### src/utc_pkg.sv
`default_nettype none

package utc_pkg;

    localparam int QUEUE_DEPTH = 4;
    localparam int APB_ADDR_W  = 3;
    localparam int APB_DATA_W  = 32;
    localparam int CP_W        = 21;

    localparam logic [2:0] ENC_UTF8    = 3'd0;
    localparam logic [2:0] ENC_UTF16LE = 3'd1;
    localparam logic [2:0] ENC_UTF16BE = 3'd2;
    localparam logic [2:0] ENC_UTF32LE = 3'd3;
    localparam logic [2:0] ENC_UTF32BE = 3'd4;

    localparam logic REG_SRC_ENC = 1'b0;
    localparam logic REG_DST_ENC = 1'b1;

    localparam logic [CP_W-1:0] REPL_CP   = 21'h00FFFD;
    localparam logic [CP_W-1:0] SUPP_BASE = 21'h010000;
    localparam logic [31:0]     MAX_CP    = 32'h0010FFFF;
    localparam logic [31:0]     SURR_LOW  = 32'h0000D800;
    localparam logic [31:0]     SURR_HIGH = 32'h0000DFFF;
    localparam logic [5:0]      HI_SURR_TAG = 6'b110110;
    localparam logic [5:0]      LO_SURR_TAG = 6'b110111;

    typedef logic [CP_W-1:0] t_cp;

    typedef struct packed {
        logic [2:0] src_enc;
        logic [2:0] dst_enc;
        logic       clear;
    } t_cfg;

    typedef struct packed {
        logic       cp0_valid;
        t_cp        cp0;
        logic       cp1_valid;
        t_cp        cp1;
        logic       tail_valid;
        logic [2:0] tail_count;
    } t_job;

    typedef struct packed {
        logic       valid;
        t_job       job;
    } t_push;

    typedef struct packed {
        logic [3:0][7:0] bytes;
        logic [2:0]      len;
    } t_enc_out;

    function automatic t_cp check_cp(input logic [31:0] v);
        t_cp cp;
        if (v > MAX_CP || (v >= SURR_LOW && v <= SURR_HIGH)) begin
            cp = REPL_CP;
        end else begin
            cp = v[CP_W-1:0];
        end
        return cp;
    endfunction

    function automatic t_enc_out encode_cp(input t_cp cp, input logic [2:0] enc);
        t_enc_out   r;
        logic [CP_W-1:0] d;
        logic [15:0] hi;
        logic [15:0] lo;
        r  = '0;
        d  = cp - SUPP_BASE;
        hi = {HI_SURR_TAG, d[19:10]};
        lo = {LO_SURR_TAG, d[9:0]};
        case (enc) inside
            ENC_UTF8: begin
                if (cp <= 21'h00007F) begin
                    r.bytes[0] = cp[7:0];
                    r.len      = 3'd1;
                end else if (cp <= 21'h0007FF) begin
                    r.bytes[0] = {3'b110, cp[10:6]};
                    r.bytes[1] = {2'b10, cp[5:0]};
                    r.len      = 3'd2;
                end else if (cp <= 21'h00FFFF) begin
                    r.bytes[0] = {4'b1110, cp[15:12]};
                    r.bytes[1] = {2'b10, cp[11:6]};
                    r.bytes[2] = {2'b10, cp[5:0]};
                    r.len      = 3'd3;
                end else begin
                    r.bytes[0] = {5'b11110, cp[20:18]};
                    r.bytes[1] = {2'b10, cp[17:12]};
                    r.bytes[2] = {2'b10, cp[11:6]};
                    r.bytes[3] = {2'b10, cp[5:0]};
                    r.len      = 3'd4;
                end
            end
            ENC_UTF16LE, ENC_UTF16BE: begin
                if (cp > 21'h00FFFF) begin
                    if (enc == ENC_UTF16BE) begin
                        r.bytes = {lo[7:0], lo[15:8], hi[7:0], hi[15:8]};
                    end else begin
                        r.bytes = {lo[15:8], lo[7:0], hi[15:8], hi[7:0]};
                    end
                    r.len = 3'd4;
                end else begin
                    if (enc == ENC_UTF16BE) begin
                        r.bytes = {16'h0000, cp[7:0], cp[15:8]};
                    end else begin
                        r.bytes = {16'h0000, cp[15:8], cp[7:0]};
                    end
                    r.len = 3'd2;
                end
            end
            ENC_UTF32LE: begin
                r.bytes = {8'h00, 3'b000, cp[20:16], cp[15:8], cp[7:0]};
                r.len   = 3'd4;
            end
            ENC_UTF32BE: begin
                r.bytes = {cp[7:0], cp[15:8], 3'b000, cp[20:16], 8'h00};
                r.len   = 3'd4;
            end
            default: begin
                r.len = 3'd0;
            end
        endcase
        return r;
    endfunction

endpackage

`default_nettype wire

### src/utc_if.sv
`default_nettype none

interface utc_in_if;
    logic       valid;
    logic       ready;
    logic [7:0] src_byte;
    logic       end_of_source;

    modport source (output valid, output src_byte, output end_of_source, input ready);
    modport sink (input valid, input src_byte, input end_of_source, output ready);
endinterface

interface utc_out_if;
    logic       valid;
    logic       ready;
    logic [7:0] out_byte;
    logic       kind;
    logic       last_of_run;

    modport source (output valid, output out_byte, output kind, output last_of_run, input ready);
    modport sink (input valid, input out_byte, input kind, input last_of_run, output ready);
endinterface

`default_nettype wire

### src/utc_cfg.sv
`default_nettype none

module utc_cfg (
    input  wire logic                             i_clk,
    input  wire logic                             i_rst_n,
    input  wire logic                             psel,
    input  wire logic                             penable,
    input  wire logic                             pwrite,
    input  wire logic [utc_pkg::APB_ADDR_W-1:0]   paddr,
    input  wire logic [utc_pkg::APB_DATA_W-1:0]   pwdata,
    output logic      [utc_pkg::APB_DATA_W-1:0]   prdata,
    output logic                                  pready,
    output utc_pkg::t_cfg                         o_cfg
);

    logic [2:0] r_src_enc;
    logic [2:0] r_dst_enc;
    logic       wr;

    assign wr     = psel && penable && pwrite;
    assign pready = 1'b1;

    always_ff @(posedge i_clk) begin
        if (!i_rst_n) begin
            r_src_enc <= utc_pkg::ENC_UTF8;
            r_dst_enc <= utc_pkg::ENC_UTF8;
        end else if (wr) begin
            unique case (paddr[2])
                utc_pkg::REG_SRC_ENC: r_src_enc <= pwdata[2:0];
                utc_pkg::REG_DST_ENC: r_dst_enc <= pwdata[2:0];
                default: ;
            endcase
        end
    end

    always_comb begin
        prdata = '0;
        unique case (paddr[2])
            utc_pkg::REG_SRC_ENC: prdata[2:0] = r_src_enc;
            utc_pkg::REG_DST_ENC: prdata[2:0] = r_dst_enc;
            default: ;
        endcase
    end

    assign o_cfg.src_enc = r_src_enc;
    assign o_cfg.dst_enc = r_dst_enc;
    assign o_cfg.clear   = wr;

endmodule

`default_nettype wire

### src/utc_front.sv
`default_nettype none

module utc_front (
    input  wire logic          i_clk,
    input  wire logic          i_rst_n,
    input  wire utc_pkg::t_cfg i_cfg,
    utc_in_if.sink             i_src,
    input  wire logic          i_full,
    output utc_pkg::t_push     o_push
);

    logic [23:0]        r_buf;
    logic [2:0]         r_cnt;
    logic [1:0]         r_cont;
    utc_pkg::t_cp       r_acc;
    logic [9:0]         r_hs;
    logic               r_have;

    logic [23:0]        n_buf;
    logic [2:0]         n_cnt;
    logic [1:0]         n_cont;
    utc_pkg::t_cp       n_acc;
    logic [9:0]         n_hs;
    logic               n_have;

    logic               accept;
    logic               lead_go;
    logic               is16;
    logic               unit_done;
    logic               dest_ok;
    logic [7:0]         b;
    logic [2:0]         cnt_inc;
    logic [2:0]         tail_count;
    logic [31:0]        unit_word;
    logic [31:0]        unit_swap;
    logic [15:0]        unit16;
    utc_pkg::t_cp       acc_next;
    utc_pkg::t_cp       min_cp;
    utc_pkg::t_job      job;

    assign b           = i_src.src_byte;
    assign i_src.ready = !i_full;
    assign accept      = i_src.valid && !i_full;
    assign dest_ok     = i_cfg.dst_enc <= utc_pkg::ENC_UTF32BE;

    assign cnt_inc   = r_cnt + 3'd1;
    assign acc_next  = {r_acc[14:0], b[5:0]};
    assign unit_word = {8'h00, r_buf} | ({24'h000000, b} << {r_cnt[1:0], 3'b000});
    assign unit_swap = {unit_word[7:0], unit_word[15:8], unit_word[23:16], unit_word[31:24]};
    assign is16      = (i_cfg.src_enc == utc_pkg::ENC_UTF16LE) ||
                       (i_cfg.src_enc == utc_pkg::ENC_UTF16BE);
    assign unit_done = is16 ? (cnt_inc >= 3'd2) : (cnt_inc >= 3'd4);
    assign unit16    = (i_cfg.src_enc == utc_pkg::ENC_UTF16LE) ? unit_word[15:0]
                                                               : unit_swap[31:16];
    assign min_cp    = (cnt_inc == 3'd2) ? 21'h000080 :
                       (cnt_inc == 3'd3) ? 21'h000800 : utc_pkg::SUPP_BASE;

    always_comb begin
        n_buf   = r_buf;
        n_cnt   = r_cnt;
        n_cont  = r_cont;
        n_acc   = r_acc;
        n_hs    = r_hs;
        n_have  = r_have;
        lead_go = 1'b0;
        job     = '0;
        job.cp0 = utc_pkg::REPL_CP;
        job.cp1 = utc_pkg::REPL_CP;
        tail_count = '0;

        case (i_cfg.src_enc) inside
            utc_pkg::ENC_UTF8: begin
                if (r_cont != 2'd0) begin
                    if (b[7:6] == 2'b10) begin
                        n_acc  = acc_next;
                        n_cnt  = cnt_inc;
                        n_cont = r_cont - 2'd1;
                        if (r_cont == 2'd1) begin
                            job.cp0_valid = 1'b1;
                            job.cp0 = (acc_next < min_cp) ? utc_pkg::REPL_CP
                                    : utc_pkg::check_cp({11'h000, acc_next});
                            n_acc = '0;
                            n_cnt = '0;
                        end
                    end else begin
                        job.cp0_valid = 1'b1;
                        n_acc   = '0;
                        n_cont  = '0;
                        n_cnt   = '0;
                        lead_go = 1'b1;
                    end
                end else begin
                    lead_go = 1'b1;
                end
                if (lead_go) begin
                    if (b < 8'h80) begin
                        job.cp1_valid = 1'b1;
                        job.cp1 = {13'h0000, b};
                    end else if (b < 8'hC0 || b >= 8'hF8) begin
                        job.cp1_valid = 1'b1;
                    end else if (b < 8'hE0) begin
                        n_acc  = {16'h0000, b[4:0]};
                        n_cont = 2'd1;
                        n_cnt  = 3'd1;
                    end else if (b < 8'hF0) begin
                        n_acc  = {17'h00000, b[3:0]};
                        n_cont = 2'd2;
                        n_cnt  = 3'd1;
                    end else begin
                        n_acc  = {18'h00000, b[2:0]};
                        n_cont = 2'd3;
                        n_cnt  = 3'd1;
                    end
                end
            end
            utc_pkg::ENC_UTF16LE, utc_pkg::ENC_UTF16BE,
            utc_pkg::ENC_UTF32LE, utc_pkg::ENC_UTF32BE: begin
                if (!unit_done) begin
                    n_buf = unit_word[23:0];
                    n_cnt = cnt_inc;
                end else begin
                    n_buf = '0;
                    n_cnt = '0;
                    if (is16) begin
                        lead_go = 1'b1;
                        if (r_have) begin
                            n_have = 1'b0;
                            n_hs   = '0;
                            job.cp0_valid = 1'b1;
                            if (unit16[15:10] == utc_pkg::LO_SURR_TAG) begin
                                job.cp0 = utc_pkg::SUPP_BASE + {1'b0, r_hs, unit16[9:0]};
                                lead_go = 1'b0;
                            end
                        end
                        if (lead_go) begin
                            if (unit16[15:10] == utc_pkg::HI_SURR_TAG) begin
                                n_hs   = unit16[9:0];
                                n_have = 1'b1;
                            end else if (unit16[15:10] == utc_pkg::LO_SURR_TAG) begin
                                job.cp1_valid = 1'b1;
                            end else begin
                                job.cp1_valid = 1'b1;
                                job.cp1 = {5'h00, unit16};
                            end
                        end
                    end else begin
                        job.cp1_valid = 1'b1;
                        job.cp1 = utc_pkg::check_cp(
                            (i_cfg.src_enc == utc_pkg::ENC_UTF32LE) ? unit_word : unit_swap);
                    end
                end
            end
            default: ;
        endcase

        if (i_src.end_of_source) begin
            tail_count     = n_cnt + (n_have ? 3'd2 : 3'd0);
            job.tail_valid = tail_count != 3'd0;
            job.tail_count = tail_count;
            n_buf  = '0;
            n_cnt  = '0;
            n_cont = '0;
            n_acc  = '0;
            n_hs   = '0;
            n_have = 1'b0;
        end
    end

    assign o_push.valid = accept &&
                          (job.tail_valid || (dest_ok && (job.cp0_valid || job.cp1_valid)));
    assign o_push.job   = job;

    always_ff @(posedge i_clk) begin
        if (!i_rst_n || i_cfg.clear) begin
            r_buf  <= '0;
            r_cnt  <= '0;
            r_cont <= '0;
            r_acc  <= '0;
            r_hs   <= '0;
            r_have <= 1'b0;
        end else if (accept) begin
            r_buf  <= n_buf;
            r_cnt  <= n_cnt;
            r_cont <= n_cont;
            r_acc  <= n_acc;
            r_hs   <= n_hs;
            r_have <= n_have;
        end
    end

endmodule

`default_nettype wire

### src/utc_queue.sv
`default_nettype none

module utc_queue #(
    parameter int DEPTH = utc_pkg::QUEUE_DEPTH
) (
    input  wire logic           i_clk,
    input  wire logic           i_rst_n,
    input  wire utc_pkg::t_push i_push,
    output logic                o_full,
    input  wire logic           i_pop,
    output logic                o_valid,
    output utc_pkg::t_job       o_job
);

    localparam int PTR_W = (DEPTH > 1) ? $clog2(DEPTH) : 1;
    localparam int CNT_W = $clog2(DEPTH + 1);

    utc_pkg::t_job      r_mem [DEPTH];
    logic [PTR_W-1:0]   r_wr;
    logic [PTR_W-1:0]   r_rd;
    logic [CNT_W-1:0]   r_count;
    logic               do_push;
    logic               do_pop;

    assign o_full  = r_count == CNT_W'(DEPTH);
    assign o_valid = r_count != '0;
    assign o_job   = r_mem[r_rd];
    assign do_push = i_push.valid && !o_full;
    assign do_pop  = i_pop && o_valid;

    always_ff @(posedge i_clk) begin
        if (do_push) begin
            r_mem[r_wr] <= i_push.job;
        end
    end

    always_ff @(posedge i_clk) begin
        if (!i_rst_n) begin
            r_wr    <= '0;
            r_rd    <= '0;
            r_count <= '0;
        end else begin
            if (do_push) begin
                r_wr <= (r_wr == PTR_W'(DEPTH - 1)) ? '0 : r_wr + PTR_W'(1);
            end
            if (do_pop) begin
                r_rd <= (r_rd == PTR_W'(DEPTH - 1)) ? '0 : r_rd + PTR_W'(1);
            end
            if (do_push && !do_pop) begin
                r_count <= r_count + CNT_W'(1);
            end else if (do_pop && !do_push) begin
                r_count <= r_count - CNT_W'(1);
            end
        end
    end

endmodule

`default_nettype wire

### src/utc_back.sv
`default_nettype none

module utc_back (
    input  wire logic          i_clk,
    input  wire logic          i_rst_n,
    input  wire logic [2:0]    i_dst_enc,
    input  wire logic          i_valid,
    input  wire utc_pkg::t_job i_job,
    output logic               o_pop,
    utc_out_if.source          o_dst
);

    logic            r_busy;
    logic [3:0]      r_idx;
    logic [3:0]      r_last_idx;
    logic [3:0]      r_nbytes;
    logic [3:0][7:0] r_b0;
    logic [3:0][7:0] r_b1;
    logic [2:0]      r_len0;
    logic [2:0]      r_tail_count;

    utc_pkg::t_enc_out enc0;
    utc_pkg::t_enc_out enc1;
    logic [2:0]      len0;
    logic [2:0]      len1;
    logic [3:0]      sum;
    logic [3:0]      nbytes;
    logic [3:0]      rel;
    logic            last;
    logic            xfer;
    logic            load;

    assign enc0   = utc_pkg::encode_cp(i_job.cp0, i_dst_enc);
    assign enc1   = utc_pkg::encode_cp(i_job.cp1, i_dst_enc);
    assign len0   = i_job.cp0_valid ? enc0.len : 3'd0;
    assign len1   = i_job.cp1_valid ? enc1.len : 3'd0;
    assign sum    = {1'b0, len0} + {1'b0, len1};
    assign nbytes = (i_job.tail_valid && sum == 4'd8) ? 4'd7 : sum;

    assign last  = r_idx == r_last_idx;
    assign xfer  = r_busy && o_dst.ready;
    assign load  = i_valid && (!r_busy || (xfer && last));
    assign o_pop = load;

    assign rel = r_idx - {1'b0, r_len0};

    always_comb begin
        o_dst.valid       = r_busy;
        o_dst.last_of_run = last;
        o_dst.kind        = 1'b0;
        if (r_idx >= r_nbytes) begin
            o_dst.kind     = 1'b1;
            o_dst.out_byte = {5'b00000, r_tail_count};
        end else if (r_idx < {1'b0, r_len0}) begin
            o_dst.out_byte = r_b0[r_idx[1:0]];
        end else begin
            o_dst.out_byte = r_b1[rel[1:0]];
        end
    end

    always_ff @(posedge i_clk) begin
        if (!i_rst_n) begin
            r_busy <= 1'b0;
            r_idx  <= '0;
        end else if (load) begin
            r_busy <= 1'b1;
            r_idx  <= '0;
        end else if (xfer) begin
            if (last) begin
                r_busy <= 1'b0;
            end else begin
                r_idx <= r_idx + 4'd1;
            end
        end
    end

    always_ff @(posedge i_clk) begin
        if (load) begin
            r_b0         <= enc0.bytes;
            r_b1         <= enc1.bytes;
            r_len0       <= len0;
            r_nbytes     <= nbytes;
            r_tail_count <= i_job.tail_count;
            r_last_idx   <= nbytes + {3'b000, i_job.tail_valid} - 4'd1;
        end
    end

endmodule

`default_nettype wire

### src/unicode_utf_transcoder_core.sv
// Streaming transcoder between UTF-8, UTF-16LE/BE and UTF-32LE/BE. Source bytes enter one per
// cycle on i_src while the queue is not full; each completed code point leaves as 1 to 4
// destination bytes on o_dst, one byte per transfer, and a source byte marked end_of_source that
// strands a partial sequence adds one tail report (kind 1) carrying the stranded byte count.
// Invalid input is replaced by U+FFFD. The front end decodes a byte combinationally and hands
// its code points to a job queue of QUEUE_DEPTH entries; the back end encodes a job and drives
// one result per cycle while o_dst is ready, so a byte with several results holds the output
// until all are sent; input is sustained at one byte per cycle if each byte yields at most one
// result. Configuration registers sit at byte address 0 (source encoding) and 4 (destination
// encoding); writing either one discards any partial code point.
`default_nettype none

module unicode_utf_transcoder_core #(
    parameter int QUEUE_DEPTH = utc_pkg::QUEUE_DEPTH
) (
    input  wire logic                           i_clk,
    input  wire logic                           i_rst_n,
    input  wire logic                           psel,
    input  wire logic                           penable,
    input  wire logic                           pwrite,
    input  wire logic [utc_pkg::APB_ADDR_W-1:0] paddr,
    input  wire logic [utc_pkg::APB_DATA_W-1:0] pwdata,
    output logic      [utc_pkg::APB_DATA_W-1:0] prdata,
    output logic                                pready,
    utc_in_if.sink                              i_src,
    utc_out_if.source                           o_dst
);

    utc_pkg::t_cfg  cfg;
    utc_pkg::t_push push;
    utc_pkg::t_job  head_job;
    logic           full;
    logic           head_valid;
    logic           pop;

    utc_cfg u_cfg (
        .i_clk   (i_clk),
        .i_rst_n (i_rst_n),
        .psel    (psel),
        .penable (penable),
        .pwrite  (pwrite),
        .paddr   (paddr),
        .pwdata  (pwdata),
        .prdata  (prdata),
        .pready  (pready),
        .o_cfg   (cfg)
    );

    utc_front u_front (
        .i_clk   (i_clk),
        .i_rst_n (i_rst_n),
        .i_cfg   (cfg),
        .i_src   (i_src),
        .i_full  (full),
        .o_push  (push)
    );

    utc_queue #(
        .DEPTH (QUEUE_DEPTH)
    ) u_queue (
        .i_clk   (i_clk),
        .i_rst_n (i_rst_n),
        .i_push  (push),
        .o_full  (full),
        .i_pop   (pop),
        .o_valid (head_valid),
        .o_job   (head_job)
    );

    utc_back u_back (
        .i_clk     (i_clk),
        .i_rst_n   (i_rst_n),
        .i_dst_enc (cfg.dst_enc),
        .i_valid   (head_valid),
        .i_job     (head_job),
        .o_pop     (pop),
        .o_dst     (o_dst)
    );

endmodule

`default_nettype wire

### src/flat_wrapper.sv
// flat-port wrapper written by rule: the top's interface ports become plain ports
module unicode_utf_transcoder_core_flat 
#(
    parameter int QUEUE_DEPTH = utc_pkg::QUEUE_DEPTH
)
  (i_clk, i_rst_n, psel, penable, pwrite, paddr, pwdata, prdata, pready, i_src_valid, i_src_src_byte, i_src_end_of_source, i_src_ready, o_dst_valid, o_dst_out_byte, o_dst_kind, o_dst_last_of_run, o_dst_ready);
  utc_in_if i_src_i ();
  utc_out_if o_dst_i ();
  input  wire logic i_clk;
  input  wire logic i_rst_n;
  input  wire logic psel;
  input  wire logic penable;
  input  wire logic pwrite;
  input  wire logic [utc_pkg::APB_ADDR_W-1:0] paddr;
  input  wire logic [utc_pkg::APB_DATA_W-1:0] pwdata;
  output logic      [utc_pkg::APB_DATA_W-1:0] prdata;
  output logic pready;
  input wire logic [$bits(i_src_i.valid)-1:0] i_src_valid;
  input wire logic [$bits(i_src_i.src_byte)-1:0] i_src_src_byte;
  input wire logic [$bits(i_src_i.end_of_source)-1:0] i_src_end_of_source;
  output wire logic [$bits(i_src_i.ready)-1:0] i_src_ready;
  output wire logic [$bits(o_dst_i.valid)-1:0] o_dst_valid;
  output wire logic [$bits(o_dst_i.out_byte)-1:0] o_dst_out_byte;
  output wire logic [$bits(o_dst_i.kind)-1:0] o_dst_kind;
  output wire logic [$bits(o_dst_i.last_of_run)-1:0] o_dst_last_of_run;
  input wire logic [$bits(o_dst_i.ready)-1:0] o_dst_ready;
  assign i_src_i.valid = i_src_valid;
  assign i_src_i.src_byte = i_src_src_byte;
  assign i_src_i.end_of_source = i_src_end_of_source;
  assign i_src_ready = i_src_i.ready;
  assign o_dst_valid = o_dst_i.valid;
  assign o_dst_out_byte = o_dst_i.out_byte;
  assign o_dst_kind = o_dst_i.kind;
  assign o_dst_last_of_run = o_dst_i.last_of_run;
  assign o_dst_i.ready = o_dst_ready;
  unicode_utf_transcoder_core #(.QUEUE_DEPTH(QUEUE_DEPTH)) u_core (.i_clk(i_clk), .i_rst_n(i_rst_n), .psel(psel), .penable(penable), .pwrite(pwrite), .paddr(paddr), .pwdata(pwdata), .prdata(prdata), .pready(pready), .i_src(i_src_i), .o_dst(o_dst_i));
endmodule
### config.mk
export PLATFORM = sky130hd
export DESIGN_NAME = unicode_utf_transcoder_core_flat
export DESIGN_NICKNAME = d
export VERILOG_FILES = /design/src/utc_pkg.sv /design/src/utc_if.sv /design/src/utc_cfg.sv /design/src/utc_front.sv /design/src/utc_queue.sv /design/src/utc_back.sv /design/src/unicode_utf_transcoder_core.sv /design/src/flat_wrapper.sv
export SDC_FILE = /design/constraint.sdc
export NUM_CORES = 1
export LEC_CHECK = 0
export BUFFER_PORTS_ARGS = -buffer_cell sky130_fd_sc_hd__buf_2
export CAP_MARGIN = 20
export CORE_MARGIN = 2
export CORE_UTILIZATION = 56
export DETAILED_ROUTE_END_ITERATION = 10
export PLACE_DENSITY = 0.77
export SYNTH_ARGS = -nofsm -noshare
export SYNTH_HDL_FRONTEND = slang
export SYNTH_SLANG_ARGS = --single-unit
### constraint.sdc
create_clock -name i_clk -period 5.6 [get_ports i_clk]
set_clock_uncertainty 0.1 [all_clocks]
set_input_delay 0 -clock i_clk [delete_from_list [all_inputs] [get_ports i_clk]]
set_output_delay 0 -clock i_clk [all_outputs]
set_load 0.05 [all_outputs]
==> results_dict.tcl <==
set metrics [dict create \
    p_switching_mw 3.53 \
    reg2reg_to "u_core.u_back.r_last_idx[2]" \
    die_h_um 187 \
    core_area_sq_um 33300 \
    globalRouteMet1Util_pct 42.9 \
    critPathMaxStageDelay_ns 0.65 \
    drt-vias-per-instance 6.76 \
    clock_path_buffers 3 \
    syn_avg_cell_area_sq_um 11.3 \
    grt.busiest_layer "met2" \
    cp.required_ns 5.79 \
    final-setup-viol-count 0 \
    cell_internal_pwr_mw 5.90 \
    synth-seq-cells 345 \
    hold_path_depth 5 \
    maxCapViolations 0 \
    grt_pass1_wl_mm 85.3 \
    design_area_sq_um 20800 \
    place_area_sq_um 19400 \
    clock_latency_ns 0.56 \
    instances_no_fill 2182 \
    vdd_ir_drop_max_uv 294 \
    critical-path-top-delay-family "simple AND/OR/NAND/NOR gates" \
    antennaDiodeCount 0 \
    hp-class "input pin to flop" \
    die_area_sq_um 35000 \
    rsz0062_at_grt "no" \
    use_met2_pct 51.5 \
    synthCells 1663 \
    grt_max_degree 77 \
    drtIter0Drc 1860 \
    whs_endpoint "u_core.u_front.r_acc[11]" \
    maxSlewHeadroom_pct 29.5 \
    min_period_ns 5.35 \
    critPathLaunchType "flop" \
    mostFrequentLayoutCells "edfxtp_1 (270), nand2_1 (139), nor2_1 (130)" \
    critical_path_arrival_ns 5.54 \
    hpwl_mm 37.9 \
    fin_setup_tns_ns 0 \
    critPathMaxFanout 17 \
    ys_warn_count 0 \
    nFillCells 2582 \
    track_usage_pct 31.7 \
    fin_nets 1791 \
    gp_congestion 0.989 \
    io_buffers 34 \
    cts_num_sinks 345 \
    crit_slowest_cell "mux4_2" \
    synth_edf_count 270 \
    crit_type "flop to flop" \
    seq_area_sq_um 9610 \
    drcViolationCount 0 \
    initial_utilization_pct 56.3 \
    fin_ws_ns 0.255 \
    critPathCaptureType "flop" \
    ys_async_sr_fraction_pct 0 \
    drive_gt1_share_pct 14.8 \
    pwr-share-seq_pct 37.9 \
    routed_wirelength_mm 55.7 \
    antenna_found_initial 0 \
    placedCellCount 2091 \
    synth_cell_types 101 \
    syn_area_sq_um 18800 \
    io_pins 96 \
    final_common_cell "edfxtp_1" \
    critPathBufInv 2 \
    hold_viol_final 0 \
    grt_pass1_vias 14200 \
    worstRegToRegCells 18 \
    cts_max_level 2 \
    cts_tree "built" \
    clkTransAtPathRegs_ns 0.06 \
    vias 14700 \
    cts_made_buffers 37 \
    swShare_pct 37.5 \
    gr-total-overflow 0 \
    preCtsSetupSlack_ns 0.303 \
    r2r_setup_slack_ns 0.25 \
    holdCritStartpoint "psel" \
    use_met3_pct 4.26 \
    die_w_um 187 \
    p_leak_nw 7.28 \
    status "completed" \
    post_cts_buffers 0 \
    yosysSeqAreaShare_pct 51.2 \
    yosys_most_used_dff "edfxtp_1" \
    clock.fmax_mhz 187 \
    path_cells "mux4_2 -> inv_1 -> ha_1 -> or4b_4 -> or4_4 -> nor2_4 -> buf_4 -> nor3_1 -> nor2_1 -> o21ai_1 -> fa_1 -> xor2_1 -> and3b_1 -> nor2b_1 -> nand2b_1 -> and2_1 -> ha_1 -> xor2_1" \
    cellPowerDensity_nw_per_um2 452 \
    root_buffer "clkbuf_16" \
    maxSlewViolCount 0 \
    area_growth_pct 11.2 \
    worstMarginPinSlew_ns 1.05 \
    holdWs_ns 0.0291 \
    p_clk_share_pct 25.0 \
    std_cell_rows 67 \
    multi_input_area_sq_um 8330 \
    p_comb_share_pct 37.1 \
    fin_crit_sh_pct 95.4 \
    first_pass_iters 6 \
    avgRoutedWirePerCell_um 25.5 \
    ant_nets 0 \
]
-- repair_timing --
| item | CTS | global route |
|---|---|---|
| hold buffers | 25 | 0 |
| hold endpoints to repair | 76 | 0 |
| endpoints found under the setup margin | 0 | 0 |
| resized for setup | 0 | 0 |
-- sequential cells by signal (all words and copies together), names as in the netlist, 2 cells and up, named ones only --
| signal | count |
|---|---|
| u_core.u_front.r_cont | 2 |
| u_core.u_back.r_b0 | 32 |
| u_core.u_cfg.r_dst_enc | 3 |
| u_core.u_front.r_cnt | 3 |
| u_core.u_front.r_hs | 10 |
| u_core.u_front.r_acc | 15 |
| u_core.u_queue.r_wr | 2 |
| u_core.u_back.r_b1 | 32 |
| u_core.u_back.r_nbytes | 4 |
| u_core.u_back.r_tail_count | 3 |
| u_core.u_front.r_buf | 24 |
| u_core.u_back.r_last_idx | 4 |
| u_core.u_queue.r_count | 3 |
| u_core.u_back.r_idx | 4 |
| u_core.u_queue.r_rd | 2 |
| u_core.u_cfg.r_src_enc | 3 |
| u_core.u_back.r_len0 | 3 |
| u_core.u_queue.r_mem | 192 |
-- worst register-to-register path, cell delays in order, from the launching register on --
cell and delay (ns):
dfxtp_4 0.52, mux4_2 0.66, inv_1 0.15, ha_1 0.16, or4b_4 0.48, or4_4 0.47, nor2_4 0.11, buf_4 0.24
nor3_1 0.13, nor2_1 0.19, o21ai_1 0.17, fa_1 0.46, xor2_1 0.18, and3b_1 0.22, nor2b_1 0.18, nand2b_1 0.13
and2_1 0.20, ha_1 0.21, xor2_1 0.16
-- cell families (layout without fill, tap and decap cells) --
| logic type | Yosys count | count (layout) | share of synthesized area (%) |
|---|---|---|---|
| other | 2 | 30 | 0.0401 |
| AND/OR/NAND/NOR | 461 | 461 | 12.0 |
| buffers and inverters | 202 | 245 | 5.02 |
| AO/OA/AOI/OAI | 493 | 493 | 18.5 |
| XOR/XNOR | 22 | 22 | 1.03 |
| multiplexers | 105 | 105 | 9.87 |
| flip-flops | 345 | 345 | 51.2 |
| adder cells (fa/ha/maj) | 33 | 33 | 2.32 |
-- per-stage QoR --
| stage | utilization (%) | total power, mW |
|---|---|---|
| after floorplan | - | 6.02 |
| after global routing | 62.6 | 9.82 |
| final | 62.6 | 9.43 |
| after global placement | 58.3 | 6.94 |
| after CTS | 62.6 | 9.39 |
| after detailed placement | 58.3 | 7.03 |
-- per-layer routing --
metal	up-vias	part of all wire, %
li1	6493	-
met1	7194	40
met4	0	4.2
met5	-	0
met3	163	8.4
met2	892	48
-- worst max path at each step --
stage	start	end	slack, ns	cells after the start
floorplan	flop	u_core.u_back.r_last_idx[2]	0.23	23
global placement	flop	u_core.u_back.r_last_idx[2]	0.46	19
detailed placement	flop	u_core.u_back.r_last_idx[2]	0.30	19
CTS	flop	u_core.u_back.r_last_idx[2]	0.30	19
global route	flop	u_core.u_back.r_last_idx[2]	0.03	20
finish	flop	u_core.u_back.r_last_idx[2]	0.25	18
-- power groups by stage --
| stage | Combinational (mW) | Sequential [mW] | Clock, mW |
|---|---|---|---|
| 2_1_floorplan | 2.50 | 3.52 | 0 |
| 3_3_place_gp | 3.36 | 3.58 | 0 |
| 3_5_place_dp | 3.41 | 3.62 | 0 |
| 4_1_cts | 3.44 | 3.57 | 2.38 |
| 5_1_grt | 3.72 | 3.61 | 2.49 |
| 6_report | 3.50 | 3.57 | 2.36 |
-- cell usage after synthesis (all sizes together), types with 7 or more instances --
library cell    n  area, sq um
buf            61          412
o22ai          18          113
dfxtp          75         1500
mux2i          33          330
a21oi         106          538
inv            60          225
nor4           17          119
nand2         139          522
o31ai          19          143
ha             30          375
and3           11         68.8
nand2b          8         50.1
o2111ai         7         61.3
a22oi          30          230
o21ai          83          430
edfxtp        270         8110
xor2           11         96.3
nor3           33          175
clkbuf         80          302
and2           21          131
a211oi         17          128
o311ai          8         70.1
o22a           18          158
nor2          132          505
a221oi          9         78.8
mux2            9          101
a31oi          19          119
nand3          27          135
a211o          11         96.3
a221o          17          170
a32oi          13          114
o21a            8         60.1
mux4           63         1420
a21o            8         60.1
nor2b          23          144
xnor2          11         96.3
o211ai         26          195
a22o           14          123
nand4          12         75.1
-- cell type report --
| class | instances | area share, % |
|---|---|---|
| inverter | 61 | 1.10 |
| sequential | 345 | 46.1 |
| clock inverter | 18 | 0.906 |
| multi-input combinational | 1144 | 39.9 |
| timing repair buffer | 118 | 4.50 |
| clock buffer | 48 | 4.74 |
| tap | 448 | 2.69 |
No activity file was read; power rests on OpenSTA's default activity.
